<file path="src/rtl/tcp_client_connection_engine_top_defines.svh">
// assertion helpers used by the tcce_back module
`ifndef TCP_CLIENT_CONNECTION_ENGINE_TOP_DEFINES_SVH
`define TCP_CLIENT_CONNECTION_ENGINE_TOP_DEFINES_SVH

// property that holds at every clock edge out of reset
`define TCCE_ASSERT(name, prop, msg) \
    name: assert property (@(posedge i_clk) disable iff (!i_rst_n) (prop)) \
        else $error(msg);

// property that holds in the cycle after its trigger
`define TCCE_ASSERT_NEXT(name, ante, cons, msg) \
    name: assert property (@(posedge i_clk) disable iff (!i_rst_n) (ante) |=> (cons)) \
        else $error(msg);

`endif

</file>
<file path="src/rtl/tcce_pkg.sv">
`default_nettype none
package tcce_pkg;

    localparam int SUM_W = 21;

    typedef logic [1:0] t_cmd;
    localparam t_cmd CMD_RX_HDR  = 2'd0;
    localparam t_cmd CMD_RX_WORD = 2'd1;
    localparam t_cmd CMD_TX_REQ  = 2'd2;
    localparam t_cmd CMD_TX_WORD = 2'd3;

    typedef logic [2:0] t_cfg_idx;
    localparam t_cfg_idx CFG_LOCAL_ADDR  = 3'd0;
    localparam t_cfg_idx CFG_REMOTE_ADDR = 3'd1;
    localparam t_cfg_idx CFG_LOCAL_PORT  = 3'd2;
    localparam t_cfg_idx CFG_REMOTE_PORT = 3'd3;
    localparam t_cfg_idx CFG_INIT_SEQ    = 3'd4;
    localparam t_cfg_idx CFG_INIT_ACK    = 3'd5;

    typedef logic [1:0] t_status;
    localparam t_status STAT_OK       = 2'd0;
    localparam t_status STAT_CSUM_ERR = 2'd1;
    localparam t_status STAT_ACK_ERR  = 2'd2;
    localparam t_status STAT_NO_TRANS = 2'd3;

    localparam logic [7:0]  FLAG_MASK   = 8'h3f;
    localparam logic [7:0]  F_SYN       = 8'h02;
    localparam logic [7:0]  F_ACK       = 8'h10;
    localparam logic [7:0]  F_SYN_ACK   = 8'h12;
    localparam logic [7:0]  F_FIN_ACK   = 8'h11;
    localparam logic [7:0]  OFFSET_BYTE = 8'h50;
    localparam logic [15:0] HDR_LEN     = 16'd20;
    localparam logic [15:0] ALL_ONES    = 16'hffff;
    localparam logic [15:0] TX_WINDOW   = 16'd1;
    localparam logic [15:0] PROTO_TCP   = 16'd6;
    localparam logic [15:0] RST_LPORT   = 16'd2007;
    localparam logic [15:0] RST_RPORT   = 16'd2006;
    localparam logic [31:0] RST_ISEQ    = 32'd1;
    localparam logic [31:0] RST_IACK    = 32'd1;

    typedef enum logic [5:0] {
        CONN_CLOSED      = 6'b000001,
        CONN_SYN_SENT    = 6'b000010,
        CONN_ESTABLISHED = 6'b000100,
        CONN_FIN_WAIT1   = 6'b001000,
        CONN_FIN_WAIT2   = 6'b010000,
        CONN_TIME_WAIT   = 6'b100000
    } t_conn;

    typedef enum logic [2:0] {
        SEG_IDLE = 3'b001,
        SEG_RECV = 3'b010,
        SEG_SEND = 3'b100
    } t_seg;

    typedef enum logic [1:0] {
        DESC_NONE = 2'd0,
        DESC_ACK  = 2'd1,
        DESC_SEND = 2'd2
    } t_desc_kind;

    typedef struct packed {
        logic [1:0]  command;
        logic [15:0] segment_length;
        logic [31:0] seq_number;
        logic [31:0] ack_number;
        logic [7:0]  flag_bits;
        logic [3:0]  header_words;
        logic [15:0] window_size;
        logic [15:0] urgent_pointer;
        logic [15:0] checksum_field;
        logic [15:0] source_port;
        logic [15:0] dest_port;
        logic [15:0] payload_word;
    } t_in_item;

    typedef struct packed {
        logic [1:0]  status_code;
        logic        send_valid;
        logic [31:0] out_seq;
        logic [31:0] out_ack;
        logic [7:0]  out_flags;
        logic [15:0] out_checksum;
        logic [15:0] out_length;
        logic [2:0]  conn_state;
    } t_out_item;

    typedef struct packed {
        t_cmd             cmd;
        logic [SUM_W-1:0] sum;
        logic [15:0]      word;
        logic [15:0]      remaining;
        logic [31:0]      ack;
        logic [31:0]      seq_p1;
        logic [31:0]      seq_pd;
        logic [7:0]       flags;
        logic [15:0]      csum;
        logic [15:0]      length;
    } t_entry;

    typedef struct packed {
        logic        load_seq;
        logic        load_ack;
        logic [31:0] value;
    } t_cfg_upd;

    typedef struct packed {
        t_desc_kind  kind;
        t_status     status;
        logic [31:0] seq;
        logic [31:0] ack;
        logic [7:0]  flags;
        logic [15:0] csum;
        logic [15:0] length;
        logic [2:0]  conn;
    } t_desc;

    function automatic logic [15:0] fold_sum(input logic [SUM_W-1:0] x);
        logic [16:0] a;
        a = {1'b0, x[15:0]} + 17'(x[SUM_W-1:16]);
        return a[15:0] + 16'(a[16]);
    endfunction

    function automatic logic [SUM_W-1:0] half_sum(input logic [31:0] v);
        return SUM_W'(v[31:16]) + SUM_W'(v[15:0]);
    endfunction

    function automatic logic [2:0] conn_code(input t_conn c);
        logic [2:0] r;
        unique case (c)
            CONN_CLOSED:      r = 3'd0;
            CONN_SYN_SENT:    r = 3'd1;
            CONN_ESTABLISHED: r = 3'd2;
            CONN_FIN_WAIT1:   r = 3'd3;
            CONN_FIN_WAIT2:   r = 3'd4;
            CONN_TIME_WAIT:   r = 3'd5;
            default:          r = 3'd0;
        endcase
        return r;
    endfunction

endpackage
`default_nettype wire

</file>
<file path="src/rtl/tcce_front.sv">
`default_nettype none
module tcce_front (
    input  wire logic                     i_in_valid,
    output logic                          o_in_ready,
    input  wire tcce_pkg::t_in_item       i_in_data,
    input  wire logic [tcce_pkg::SUM_W-1:0] i_pseudo,
    input  wire logic [tcce_pkg::SUM_W-1:0] i_tx_const,
    input  wire logic                     i_full,
    output logic                          o_push,
    output tcce_pkg::t_entry              o_entry
);
    import tcce_pkg::*;

    logic [15:0] tx_len;

    assign o_in_ready = !i_full;
    assign o_push     = i_in_valid && !i_full;
    assign tx_len     = i_in_data.segment_length + HDR_LEN;

    always_comb begin
        o_entry        = '0;
        o_entry.cmd    = i_in_data.command;
        o_entry.word   = i_in_data.payload_word;
        o_entry.ack    = i_in_data.ack_number;
        o_entry.flags  = i_in_data.flag_bits;
        o_entry.csum   = i_in_data.checksum_field;
        o_entry.length = i_in_data.segment_length;
        o_entry.seq_p1 = i_in_data.seq_number + 32'd1;
        o_entry.seq_pd = i_in_data.seq_number
                       + (32'(i_in_data.segment_length) - 32'({i_in_data.header_words, 2'b00}));
        unique case (i_in_data.command)
            CMD_RX_HDR: begin
                o_entry.sum = i_pseudo
                            + SUM_W'(i_in_data.segment_length)
                            + SUM_W'(i_in_data.source_port)
                            + SUM_W'(i_in_data.dest_port)
                            + half_sum(i_in_data.seq_number)
                            + half_sum(i_in_data.ack_number)
                            + SUM_W'({i_in_data.header_words, 4'b0000, i_in_data.flag_bits})
                            + SUM_W'(i_in_data.window_size)
                            + SUM_W'(i_in_data.urgent_pointer);
                o_entry.remaining = (i_in_data.segment_length > HDR_LEN)
                                  ? i_in_data.segment_length - HDR_LEN : '0;
            end
            CMD_TX_REQ: begin
                o_entry.sum = i_tx_const + SUM_W'(tx_len) + SUM_W'(i_in_data.flag_bits);
                o_entry.remaining = i_in_data.segment_length;
            end
            default: begin
                o_entry.sum       = '0;
                o_entry.remaining = '0;
            end
        endcase
    end
endmodule
`default_nettype wire

</file>
<file path="src/rtl/tcce_fifo.sv">
`default_nettype none
module tcce_fifo (
    input  wire logic             i_clk,
    input  wire logic             i_rst_n,
    input  wire logic             i_push,
    input  wire tcce_pkg::t_entry i_entry,
    input  wire logic             i_pop,
    output logic                  o_full,
    output logic                  o_empty,
    output tcce_pkg::t_entry      o_entry
);
    import tcce_pkg::*;

    t_entry     r_mem [2];
    logic       r_wr;
    logic       r_rd;
    logic [1:0] r_cnt;

    assign o_full  = (r_cnt == 2'd2);
    assign o_empty = (r_cnt == 2'd0);
    assign o_entry = r_mem[r_rd];

    always_ff @(posedge i_clk) begin
        if (i_push) begin
            r_mem[r_wr] <= i_entry;
        end
    end

    always_ff @(posedge i_clk) begin
        if (!i_rst_n) begin
            r_wr  <= 1'b0;
            r_rd  <= 1'b0;
            r_cnt <= '0;
        end else begin
            if (i_push) r_wr <= !r_wr;
            if (i_pop)  r_rd <= !r_rd;
            r_cnt <= r_cnt + 2'(i_push) - 2'(i_pop);
        end
    end
endmodule
`default_nettype wire

</file>
<file path="src/rtl/tcce_back.sv">
`default_nettype none
`include "tcp_client_connection_engine_top_defines.svh"
module tcce_back (
    input  wire logic               i_clk,
    input  wire logic               i_rst_n,
    input  wire logic               i_empty,
    input  wire tcce_pkg::t_entry   i_entry,
    output logic                    o_pop,
    input  wire tcce_pkg::t_cfg_upd i_cfg,
    input  wire logic               i_desc_ready,
    output logic                    o_desc_valid,
    output tcce_pkg::t_desc         o_desc
);
    import tcce_pkg::*;

    t_conn       r_conn, n_conn;
    t_seg        r_seg, n_seg;
    logic [31:0] r_seq, n_seq;
    logic [31:0] r_ack, n_ack;
    logic [31:0] r_exp, n_exp;
    logic [15:0] r_acc, n_acc;
    logic [15:0] r_br, n_br;
    logic [31:0] r_h_ack, n_h_ack;
    logic [31:0] r_h_seq_p1, n_h_seq_p1;
    logic [31:0] r_h_seq_pd, n_h_seq_pd;
    logic [7:0]  r_h_flags, n_h_flags;
    logic [15:0] r_h_csum, n_h_csum;
    logic [15:0] r_h_len, n_h_len;
    logic        r_desc_v;
    t_desc       r_desc, n_desc;

    logic        rx_done, tx_done;
    logic [15:0] masked, br_after, acc_after;
    logic [7:0]  f;
    t_conn       c;

    assign o_pop        = !i_empty && (!r_desc_v || i_desc_ready);
    assign o_desc_valid = r_desc_v;
    assign o_desc       = r_desc;

    // odd tail keeps only the high byte
    assign masked    = (r_br == 16'd1) ? {i_entry.word[15:8], 8'h00} : i_entry.word;
    assign br_after  = (r_br == 16'd1) ? '0 : r_br - 16'd2;
    assign acc_after = fold_sum(SUM_W'(r_acc) + SUM_W'(masked));

    always_comb begin
        n_conn = r_conn; n_seg = r_seg; n_seq = r_seq; n_ack = r_ack; n_exp = r_exp;
        n_acc = r_acc; n_br = r_br;
        n_h_ack = r_h_ack; n_h_seq_p1 = r_h_seq_p1; n_h_seq_pd = r_h_seq_pd;
        n_h_flags = r_h_flags; n_h_csum = r_h_csum; n_h_len = r_h_len;
        n_desc = '0;
        rx_done = 1'b0;
        tx_done = 1'b0;
        f = '0;
        c = r_conn;
        if (o_pop) begin
            unique case (i_entry.cmd)
                CMD_RX_HDR: begin
                    n_h_ack    = i_entry.ack;
                    n_h_seq_p1 = i_entry.seq_p1;
                    n_h_seq_pd = i_entry.seq_pd;
                    n_h_flags  = i_entry.flags;
                    n_h_csum   = i_entry.csum;
                    n_h_len    = i_entry.length;
                    n_acc      = fold_sum(i_entry.sum);
                    n_br       = i_entry.remaining;
                    n_seg      = SEG_RECV;
                    rx_done    = (i_entry.remaining == '0);
                end
                CMD_RX_WORD: begin
                    if (r_seg == SEG_RECV) begin
                        n_acc   = acc_after;
                        n_br    = br_after;
                        rx_done = (br_after == '0);
                    end
                end
                CMD_TX_REQ: begin
                    n_h_flags = i_entry.flags;
                    n_h_len   = i_entry.length;
                    n_acc     = fold_sum(i_entry.sum + half_sum(r_seq) + half_sum(r_ack));
                    n_br      = i_entry.remaining;
                    n_seg     = SEG_SEND;
                    tx_done   = (i_entry.remaining == '0);
                end
                CMD_TX_WORD: begin
                    if (r_seg == SEG_SEND) begin
                        n_acc   = acc_after;
                        n_br    = br_after;
                        tx_done = (br_after == '0);
                    end
                end
                default: begin
                end
            endcase
        end

        if (rx_done) begin
            n_seg = SEG_IDLE;
            f = n_h_flags & FLAG_MASK;
            n_desc.kind = DESC_NONE;
            priority if ((~n_acc) != n_h_csum) begin
                n_desc.status = STAT_CSUM_ERR;
            end else if (n_h_ack != r_exp) begin
                n_desc.status = STAT_ACK_ERR;
            end else if (r_conn == CONN_SYN_SENT && f == F_SYN_ACK) begin
                n_conn = CONN_ESTABLISHED;
                n_seq  = n_h_ack;
                n_ack  = n_h_seq_p1;
                n_desc.kind = DESC_ACK;
            end else if (r_conn == CONN_ESTABLISHED) begin
                n_seq  = n_h_ack;
                n_ack  = n_h_seq_pd;
                n_desc.kind = DESC_ACK;
            end else if (r_conn == CONN_FIN_WAIT1 && f == F_ACK) begin
                n_conn = CONN_FIN_WAIT2;
                n_seq  = n_h_ack;
                n_ack  = n_h_seq_p1;
                n_desc.status = STAT_OK;
            end else if (r_conn == CONN_FIN_WAIT2 && f == F_FIN_ACK) begin
                n_conn = CONN_TIME_WAIT;
                n_desc.kind = DESC_ACK;
            end else begin
                n_desc.status = STAT_NO_TRANS;
            end
            if (n_desc.kind == DESC_ACK) begin
                n_desc.status = STAT_OK;
                n_desc.seq    = n_seq;
                n_desc.ack    = n_ack;
                n_exp = (n_conn == CONN_ESTABLISHED) ? n_seq : n_seq + 32'd1;
            end
        end

        if (tx_done) begin
            n_seg = SEG_IDLE;
            f = n_h_flags & FLAG_MASK;
            if (c == CONN_CLOSED && f == F_SYN) c = CONN_SYN_SENT;
            if (c == CONN_ESTABLISHED && f == F_FIN_ACK) c = CONN_FIN_WAIT1;
            n_conn = c;
            n_exp  = (c == CONN_ESTABLISHED) ? r_seq + 32'(n_h_len) : r_seq + 32'd1;
            n_desc.kind   = DESC_SEND;
            n_desc.status = STAT_OK;
            n_desc.seq    = r_seq;
            n_desc.ack    = r_ack;
            n_desc.flags  = n_h_flags;
            n_desc.csum   = ~n_acc;
            n_desc.length = n_h_len + HDR_LEN;
        end
        n_desc.conn = conn_code(n_conn);

        if (i_cfg.load_seq) n_seq = i_cfg.value;
        if (i_cfg.load_ack) n_ack = i_cfg.value;
    end

    always_ff @(posedge i_clk) begin
        if (!i_rst_n) begin
            r_conn   <= CONN_CLOSED;
            r_seg    <= SEG_IDLE;
            r_seq    <= RST_ISEQ;
            r_ack    <= RST_IACK;
            r_exp    <= '0;
            r_acc    <= '0;
            r_br     <= '0;
            r_desc_v <= 1'b0;
        end else begin
            r_conn <= n_conn;
            r_seg  <= n_seg;
            r_seq  <= n_seq;
            r_ack  <= n_ack;
            r_exp  <= n_exp;
            r_acc  <= n_acc;
            r_br   <= n_br;
            if (o_pop) begin
                r_desc_v <= rx_done || tx_done;
            end else if (i_desc_ready) begin
                r_desc_v <= 1'b0;
            end
        end
    end

    always_ff @(posedge i_clk) begin
        r_h_ack    <= n_h_ack;
        r_h_seq_p1 <= n_h_seq_p1;
        r_h_seq_pd <= n_h_seq_pd;
        r_h_flags  <= n_h_flags;
        r_h_csum   <= n_h_csum;
        r_h_len    <= n_h_len;
        if (o_pop) r_desc <= n_desc;
    end

    `TCCE_ASSERT(a_idle_no_bytes, (r_seg == SEG_IDLE) == (r_br == 16'd0), "segment idle but bytes pending")
    `TCCE_ASSERT_NEXT(a_state_hold, !o_pop && !i_cfg.load_seq && !i_cfg.load_ack, $stable(r_conn) && $stable(r_seq) && $stable(r_ack), "connection state moved with no word")
    `TCCE_ASSERT_NEXT(a_desc_hold, r_desc_v && !i_desc_ready, r_desc_v && $stable(r_desc), "pending result lost")
    `TCCE_ASSERT_NEXT(a_fw2_entry, r_conn != CONN_FIN_WAIT1 && r_conn != CONN_FIN_WAIT2, r_conn != CONN_FIN_WAIT2, "fin_wait2 entered out of order")
endmodule
`default_nettype wire

</file>
<file path="src/rtl/tcce_emit.sv">
`default_nettype none
module tcce_emit (
    input  wire logic                       i_clk,
    input  wire logic                       i_rst_n,
    input  wire logic                       i_desc_valid,
    input  wire tcce_pkg::t_desc            i_desc,
    output logic                            o_desc_ready,
    input  wire logic [tcce_pkg::SUM_W-1:0] i_ack_const,
    output logic                            o_out_valid,
    input  wire logic                       i_out_ready,
    output tcce_pkg::t_out_item             o_out_data
);
    import tcce_pkg::*;

    logic      r_out_v;
    t_out_item r_out, n_out;
    logic      take;

    assign o_desc_ready = !r_out_v || i_out_ready;
    assign take         = i_desc_valid && o_desc_ready;
    assign o_out_valid  = r_out_v;
    assign o_out_data   = r_out;

    always_comb begin
        n_out             = '0;
        n_out.status_code = i_desc.status;
        n_out.conn_state  = i_desc.conn;
        unique case (i_desc.kind)
            DESC_ACK: begin
                n_out.send_valid   = 1'b1;
                n_out.out_seq      = i_desc.seq;
                n_out.out_ack      = i_desc.ack;
                n_out.out_flags    = F_ACK;
                n_out.out_checksum = ~fold_sum(i_ack_const + half_sum(i_desc.seq)
                                               + half_sum(i_desc.ack));
                n_out.out_length   = HDR_LEN;
            end
            DESC_SEND: begin
                n_out.send_valid   = 1'b1;
                n_out.out_seq      = i_desc.seq;
                n_out.out_ack      = i_desc.ack;
                n_out.out_flags    = i_desc.flags;
                n_out.out_checksum = i_desc.csum;
                n_out.out_length   = i_desc.length;
            end
            default: begin
            end
        endcase
    end

    always_ff @(posedge i_clk) begin
        if (!i_rst_n) begin
            r_out_v <= 1'b0;
        end else if (take) begin
            r_out_v <= 1'b1;
        end else if (i_out_ready) begin
            r_out_v <= 1'b0;
        end
    end

    always_ff @(posedge i_clk) begin
        if (take) r_out <= n_out;
    end
endmodule
`default_nettype wire

</file>
<file path="src/rtl/tcp_client_connection_engine_top.sv">
// single-connection tcp client engine
// input channel (i_in_valid/o_in_ready/i_in_data): one word per cycle while ready.
// a segment starts with a receive header or a send request word, followed by its
// 16-bit payload words. a result word leaves on o_out_valid/i_out_ready/o_out_data
// when a segment completes: receive status, state step and optional ack header, or
// the header and checksum of a send.
// config channel (i_cfg_valid/o_cfg_ready/i_cfg_index/i_cfg_data) is always ready;
// write it only while no segment is in flight.
// throughput: one input word per cycle, sustained while the output is not stalled.
// the accepted word that completes a segment reaches the output in order through:
// classify into a 2-entry queue, state update in the back end, checksum and
// output register.
// a stalled receiver holds the output register; once the back end holds a pending
// result as well, the queue fills and o_in_ready drops.
// reset (synchronous, active low) restores the control registers, not the data
// registers, to defaults: state closed, sequence and acknowledgement numbers 1.
`default_nettype none
module tcp_client_connection_engine_top (
    input  wire logic                  i_clk,
    input  wire logic                  i_rst_n,
    input  wire logic                  i_in_valid,
    output logic                       o_in_ready,
    input  wire tcce_pkg::t_in_item    i_in_data,
    output logic                       o_out_valid,
    input  wire logic                  i_out_ready,
    output tcce_pkg::t_out_item        o_out_data,
    input  wire logic                  i_cfg_valid,
    output logic                       o_cfg_ready,
    input  wire tcce_pkg::t_cfg_idx    i_cfg_index,
    input  wire logic [31:0]           i_cfg_data
);
    import tcce_pkg::*;

    localparam logic [SUM_W-1:0] RST_PSEUDO = SUM_W'(PROTO_TCP);
    localparam logic [SUM_W-1:0] RST_TX_CONST = RST_PSEUDO + SUM_W'(RST_LPORT)
        + SUM_W'(RST_RPORT) + SUM_W'({OFFSET_BYTE, 8'h00}) + SUM_W'(TX_WINDOW);
    localparam logic [SUM_W-1:0] RST_ACK_CONST = RST_PSEUDO + SUM_W'(HDR_LEN)
        + SUM_W'(RST_LPORT) + SUM_W'(RST_RPORT) + SUM_W'({OFFSET_BYTE, F_ACK})
        + SUM_W'(TX_WINDOW);

    logic [31:0]      r_laddr, n_laddr;
    logic [31:0]      r_raddr, n_raddr;
    logic [15:0]      r_lport, n_lport;
    logic [15:0]      r_rport, n_rport;
    logic [SUM_W-1:0] r_pseudo, n_pseudo;
    logic [SUM_W-1:0] r_tx_const, n_tx_const;
    logic [SUM_W-1:0] r_ack_const, n_ack_const;
    logic             cfg_wr;
    t_cfg_upd         cfg_upd;

    logic   push, pop, full, empty;
    t_entry f_entry, q_entry;
    logic   desc_valid, desc_ready;
    t_desc  desc;

    assign o_cfg_ready = 1'b1;
    assign cfg_wr      = i_cfg_valid;

    always_comb begin
        n_laddr = r_laddr;
        n_raddr = r_raddr;
        n_lport = r_lport;
        n_rport = r_rport;
        cfg_upd = '0;
        cfg_upd.value = i_cfg_data;
        if (cfg_wr) begin
            unique case (i_cfg_index)
                CFG_LOCAL_ADDR:  n_laddr = i_cfg_data;
                CFG_REMOTE_ADDR: n_raddr = i_cfg_data;
                CFG_LOCAL_PORT:  n_lport = i_cfg_data[15:0];
                CFG_REMOTE_PORT: n_rport = i_cfg_data[15:0];
                CFG_INIT_SEQ:    cfg_upd.load_seq = 1'b1;
                CFG_INIT_ACK:    cfg_upd.load_ack = 1'b1;
                default: begin
                end
            endcase
        end
        // pseudo-header and fixed outgoing header words, kept pre-summed
        n_pseudo    = half_sum(n_laddr) + half_sum(n_raddr) + SUM_W'(PROTO_TCP);
        n_tx_const  = n_pseudo + SUM_W'(n_lport) + SUM_W'(n_rport)
                    + SUM_W'({OFFSET_BYTE, 8'h00}) + SUM_W'(TX_WINDOW);
        n_ack_const = n_pseudo + SUM_W'(HDR_LEN) + SUM_W'(n_lport) + SUM_W'(n_rport)
                    + SUM_W'({OFFSET_BYTE, F_ACK}) + SUM_W'(TX_WINDOW);
    end

    always_ff @(posedge i_clk) begin
        if (!i_rst_n) begin
            r_laddr     <= '0;
            r_raddr     <= '0;
            r_lport     <= RST_LPORT;
            r_rport     <= RST_RPORT;
            r_pseudo    <= RST_PSEUDO;
            r_tx_const  <= RST_TX_CONST;
            r_ack_const <= RST_ACK_CONST;
        end else begin
            r_laddr     <= n_laddr;
            r_raddr     <= n_raddr;
            r_lport     <= n_lport;
            r_rport     <= n_rport;
            r_pseudo    <= n_pseudo;
            r_tx_const  <= n_tx_const;
            r_ack_const <= n_ack_const;
        end
    end

    tcce_front u_front (
        .i_in_valid (i_in_valid),
        .o_in_ready (o_in_ready),
        .i_in_data  (i_in_data),
        .i_pseudo   (r_pseudo),
        .i_tx_const (r_tx_const),
        .i_full     (full),
        .o_push     (push),
        .o_entry    (f_entry)
    );

    tcce_fifo u_fifo (
        .i_clk   (i_clk),
        .i_rst_n (i_rst_n),
        .i_push  (push),
        .i_entry (f_entry),
        .i_pop   (pop),
        .o_full  (full),
        .o_empty (empty),
        .o_entry (q_entry)
    );

    tcce_back u_back (
        .i_clk        (i_clk),
        .i_rst_n      (i_rst_n),
        .i_empty      (empty),
        .i_entry      (q_entry),
        .o_pop        (pop),
        .i_cfg        (cfg_upd),
        .i_desc_ready (desc_ready),
        .o_desc_valid (desc_valid),
        .o_desc       (desc)
    );

    tcce_emit u_emit (
        .i_clk        (i_clk),
        .i_rst_n      (i_rst_n),
        .i_desc_valid (desc_valid),
        .i_desc       (desc),
        .o_desc_ready (desc_ready),
        .i_ack_const  (r_ack_const),
        .o_out_valid  (o_out_valid),
        .i_out_ready  (i_out_ready),
        .o_out_data   (o_out_data)
    );
endmodule
`default_nettype wire
</file>
<file path="config.mk">
export PLATFORM = sky130hd
export DESIGN_NAME = tcp_client_connection_engine_top
export DESIGN_NICKNAME = d
export VERILOG_FILES = /design/src/rtl/tcce_pkg.sv /design/src/rtl/tcce_front.sv /design/src/rtl/tcce_fifo.sv /design/src/rtl/tcce_back.sv /design/src/rtl/tcce_emit.sv /design/src/rtl/tcp_client_connection_engine_top.sv
export VERILOG_INCLUDE_DIRS = /design/src /design/src/rtl
export SDC_FILE = /design/constraint.sdc
export NUM_CORES = 2
export LEC_CHECK = 0
export BUFFER_PORTS_ARGS = -buffer_cell sky130_fd_sc_hd__buf_2
export CAP_MARGIN = 30
export CORE_UTILIZATION = 41
export DETAILED_ROUTE_END_ITERATION = 7
export PLACE_DENSITY = 0.65
export SLEW_MARGIN = 20
export SYNTH_ARGS = -nofsm -noshare
export SYNTH_HDL_FRONTEND = slang
export SYNTH_HIERARCHICAL = 1
export SYNTH_SLANG_ARGS = --single-unit
</file>
<file path="constraint.sdc">
create_clock -name i_clk -period 23.6 [get_ports i_clk]
set_clock_uncertainty 0.05 [all_clocks]
set_input_delay 7.08 -clock i_clk [delete_from_list [all_inputs] [get_ports i_clk]]
set_output_delay 7.08 -clock i_clk [all_outputs]
set_load 0.05 [all_outputs]
</file>
After elaboration in Yosys (flattened, before gate mapping)
Memories as Yosys holds them, arrays and structs flattened. A register that Yosys moved wholly into a read port is not among the register bits.
Index checks and enable logic that the tools add are counted.
{ "op_classes": {"addsub": 54, "magnitude_cmp": 1, "n_eq_ne": 37, "n_mux": 101, "n_bitwise": 4, "reduce_logical": 38} }
{ "ops": {"columns": ["operator", "count"], "rows": [
  ["$mux 32", 30],
  ["$mux 16", 15],
  ["$pmux 105 s2", 1],
  ["$add 21x16->21", 8],
  ["$add 16x16->17", 9],
  ["$add 21x21->21", 6],
  ["$mux 104", 1],
  ["$add 32x1->32 const B", 3],
  ["$mux 6", 13],
  ["$add 16x5->17", 4],
  ["$mux 68", 1],
  ["$mux 66", 1],
  ["$add 16x1->16", 4],
  ["$pmux 16 s4", 1],
  ["$pmux 16 s3", 1],
  ["$add 20x16->21", 2],
  ["$add 21x1->21 const B", 2],
  ["$add 21x15->21 const B", 2],
  ["$pmux 21 s2", 1],
  ["$add 16x5->16 const B", 2],
  ["$add 32x16->32", 1],
  ["$add 32x32->32", 1],
  ["$logic_not 16->1", 2],
  ["$ne 32x32->1", 1],
  ["45 further kinds", 123]
]} }
{ "totals": {"reg_bits": 659, "ramBits": 382, "input_bits": 230, "out_inout_bits": 113, "word_cells": 279, "n_memories": 1} }
{ "memory_table": {"columns": ["memory", "words", "width", "read_ports", "rd_clocked_by_memory_dff", "wr", "line_no", "rtl"], "rows": [
  ["u_fifo.r_mem", 2, 191, 1, 1, 1, "tcce_fifo.sv:14", "t_entry r_mem [2];"]
]} }

Logic depth before layout (Yosys ltp)
{ "logic_depth": {"depth_word": 19, "ltp_mapped": 56} }

Hierarchy
The synthesis kept the hierarchy.
{ "modules_own_cells": {"columns": ["mod", "instances", "cells_per_inst", "area_per_inst_um2", "seq_area_each_um2"], "rows": [
  ["tcce_back", 1, 3199, 26397.8, 8818.5],
  ["tcce_fifo", 1, 615, 14131.1, 11571.1],
  ["tcce_front", 1, 1255, 9875.7, 0.0],
  ["tcp_client_connection_engine_top", 1, 900, 9033.7, 3062.9],
  ["tcce_emit", 1, 615, 7151.9, 3323.2]
]} }

Worst setup path after synthesis
OpenSTA, ideal clock, no wires.
{ "synth_path": {"path_type": "input port to flip-flop", "from": "in i_in_valid", "to": "reg u_fifo.r_wr", "setup_time_ns": 0.097, "t_arrival_ns": 16.391, "required_ns": 23.453, "path_slack_ns": 7.062, "stages": 3, "n_path_buf": 0, "cell_sequence": "nor2b_1 -> nor2b_1 -> o21a_1"} }
{ "synth_via": {"elab_chain_cells": 1} }
{ "synth_lines": {"columns": ["item", "line_no", "rtl"], "rows": [
  ["from (decl)", "tcp_client_connection_engine_top.sv:21", "input wire logic i_in_valid,"],
  ["$logic_and 1x1->1", "tcce_front.sv:17", "assign o_push = i_in_valid && !i_full;"],
  ["to (signal assigned)", "tcce_fifo.sv:35", "if (i_push) r_wr <= !r_wr;"],
  ["to (decl)", "tcce_fifo.sv:15", "logic r_wr;"]
]} }
No other way between the ends.
A chain may end at the register's enable or synchronous reset.

==> impl_results.md <==
* # H-tree levels at 3
* Pwr Density at 162 nW/um2
* RSZ-0062 raised after global routing: no
* Routed wire length at 238 mm
* First-pass GRT wire length at 339 mm
* Initial DRC Count at 5835
* Crit end category: flop
* Register area at 26800 um2
* Worst Hold Path Cells at 0
* Core area at 161000 um2
* Wire length per cell at 26.4 um
* Detail Route Antenna Nets at 0
* Buffers on Ports at 341
* Sequential fraction of the synthesis area at 40.2%
* Worst hold path class: flop to flop
* Synth area leaders: edfxtp_1 (27%), dfxtp_1 (13%), fa_1 (8.6%), ha_1 (5.7%), mux2_2 (4.8%)
* CTS root buf: clkbuf_16
* Startpoint Class: flop
* Nets at 7563
* Maximum Capacitance Violations at 0
* Worst Path Max Fanout at 67
* Mapped cell area at 66600 um2
* Layout cells sized above 1 at 14.8%
* Setup_tns at 0 ns
* Total gr overflow at 0
* Vias in the first global route at 49.6k
* Synth area leader: edfxtp_1
* Fmax at 69.5 MHz
* WS Path Type: flop to flop
* Die area at 164000 um2
* Overall Power at 11.9 mW
* Worst EP arrival at 15.08 ns
* Largest net degree at the start of global routing at 90
* Chip Height at 405 um
* Hold endpoint: u_emit/o_out_data[1]
* Max clock buf depth at 3
* Placed Area at 69600 um2
* Final instance area at 73800 um2
* Area grow syn2layout at 10.8%
* CTS tree: yes
* Die Span X at 405 um
* Rel. slew slack at 22.5%
* Gp weighted congestion at 1.00
* Clock-pin slew on the worst setup and hold paths at 0.06 ns
* Inserted Clock Buffers at 114
* Hold Slack at 0.374 ns
* Top-area cell type share of the netlist area at 27.2%
* Routed vias at 51.9k
* Post_cts resized at 0
* Synthesis Warnings at 6
* Slew at the pin with the worst max-slew slack at 1.15 ns
* Leakage at 29.5 nW
* Reg2Reg Depth at 48
* DRC viols at 0
* DPL Wire Length at 186 mm
* Required time worst endpoint at 24.28 ns
* R2r setup slk at 9.20 ns
* EDFF count, synth at 603
* Initial Utilization at 41.4%
* Post-synthesis cell count at 6584
* Layout filler cell count at 15.2k
* Yosys reg bits at 1036
* Yosys cell types at 130
* Tcrit/Tclk final at 61.0%
* Peak VDD IR at 255 uV
* Skew-Pair Late Insertion Delay at 0.81 ns
* Status: complete, no violations
* Initial antenna violation count at 22
* Worst Hold Launch: u_back/o_desc[1]
* Row count at 147
* TritonRoute pass-1 iters at 8
* Worst path slowest cell: buf_4
* Post CTS Setup Buffer Count at 0
* I/O pin count at 343
* Hold Fails Final Rpt at 0
* Final Max Tran Viols at 0
* Post-CTS Hold Buffers at 0
* Clock sink count at 1036
* Area of the multi-input gates at 35800 um2
* Vias per cell at 5.75
* GRT Total Usage at 28.4%
* Synth Flop Type: edfxtp_1
* Minimum clock period at 14.40 ns
* R2r endpoint: u_back/r_exp[28]
* Final Setup Violations at 0
* Critical path's largest stage delay at 0.75 ns
* Syn_area_per_cell at 10.1 um2
* Fraction of registers with async set/reset at 0%
-- critical path, delay by kind of cell, from the launching register on --
kind / cells / cell delay [ns]
flip-flops: 1 / 0.62
multiplexers: 2 / 0.65
adder cells (fa/ha/maj): 7 / 2.54
AO/OA/AOI/OAI: 16 / 3.63
AND/OR/NAND/NOR: 14 / 4.26
buffers and inverters: 7 / 2.23
XOR/XNOR: 2 / 0.21
-- layout make-up --
class,instances,area share [%]
Clock buffer,147,4.23
Multi-Input combinational cell,4619,48.5
Inverter,572,2.92
Antenna cell,6,0.0204
Sequential cell,1036,36.3
Clock inverter,71,1.34
Timing Repair Buffer,404,3.00
Tap cell,2160,3.66
-- logic make-up (layout without fill, tap and decap cells) --
kind of cell | after synthesis | after routing | synth area share, %
muxes | 454 | 454 | 7.38
xor gates and xnor gates | 356 | 356 | 4.79
other | 2 | 14 | 0.0113
adders and majority gates | 587 | 587 | 14.2
AOI/OAI and AO/OA | 1222 | 1222 | 12.4
and+or+nand+nor | 1992 | 1992 | 14.7
buffers and inverters | 935 | 1194 | 6.27
DFF | 1036 | 1036 | 40.2
-- power breakdown --
| group | internal (mW) | total [mW] | switching (mW) |
|---|---|---|---|
| combinational | 2.66 | 7.39 | 4.73 |
| sequential | 2.36 | 2.57 | 0.205 |
| clock | 1.14 | 1.95 | 0.810 |
-- cell usage after synthesis, types with 26 or more instances --
library cell,count
and3_1,57
a21oi_1,283
o21bai_1,26
inv_1,568
or3_1,41
o22ai_1,47
nand4_1,72
nor3_1,156
nor2b_1,135
a211oi_1,92
clkbuf_1,186
edfxtp_1,603
mux2_2,286
and2_1,138
buf_4,102
mux2i_1,163
o31ai_1,36
nand2b_1,35
dfxtp_1,433
buf_2,26
o21a_1,39
a21o_1,79
a31oi_1,34
xnor2_1,236
nor2_1,430
fa_1,285
a22o_1,33
nand2_1,605
o211ai_1,42
or2_2,33
xor2_1,115
nor4_1,40
ha_1,301
o21ai_0,264
nand3_1,141
-- per-stage QoR --
stage / worst slack (ns) / utilization [%] / cells
3_5_place_dp: 9.20 / 43.2 / 8790
4_1_cts: 9.31 / 45.8 / 9008
5_1_grt: 8.32 / 45.8 / 9012
6_report: 9.20 / 45.8 / 9015
2_1_floorplan: 7.06 / - / 6590
3_3_place_gp: 9.22 / 43.2 / 8788
-- routing by layer --
layer,global-route usage [%],share of wire (%),wire [um]
met1,38.6,42,101000
met2,43.6,44,105000
met3,4.04,7.8,18500
met4,15.3,5.8,13700
met5,0,0.020,47
-- how the worst max path moves through the flow --
stage | start | depth (start not counted) | slack (ns) | to
floorplan | i_in_valid | 3 | 7.06 | u_fifo/r_wr
global placement | i_out_ready | 23 | 9.22 | u_back/r_exp[24]
detailed placement | i_out_ready | 30 | 9.20 | u_back/r_exp[29]
CTS | flop | 48 | 9.31 | u_back/r_exp[28]
global route | flop | 52 | 8.32 | u_back/r_exp[28]
finish | flop | 48 | 9.20 | u_back/r_exp[28]
-- registers in the layout, indices dropped and copies added (netlist names), 3 cells and up, named ones only --
signal             count
r_ack_const           18
r_laddr               32
r_lport               16
r_pseudo              19
r_raddr               32
r_rport               16
r_tx_const            20
u_back/o_desc        111
u_back/r_acc          16
u_back/r_ack          32
u_back/r_br           16
u_back/r_conn          6
u_back/r_exp          32
u_back/r_h_ack        32
u_back/r_h_csum       16
u_back/r_h_flags       8
u_back/r_h_len        16
u_back/r_h_seq_p1     32
u_back/r_h_seq_pd     32
u_back/r_seg           3
u_back/r_seq          32
u_emit/o_out_data    110
u_fifo/r_mem         382
-- cells in the final DEF (no fill, tap or decap), types with 264 or more instances in the layout --
cell and count:
buf_2 340, a21oi_1 283, ha_1 301, nor2_1 427
nand2_1 604, inv_1 565, mux2_2 286, o21ai_0 264
dfxtp_1 432, fa_1 285, edfxtp_1 603
(Power assumes the default switching activity.)
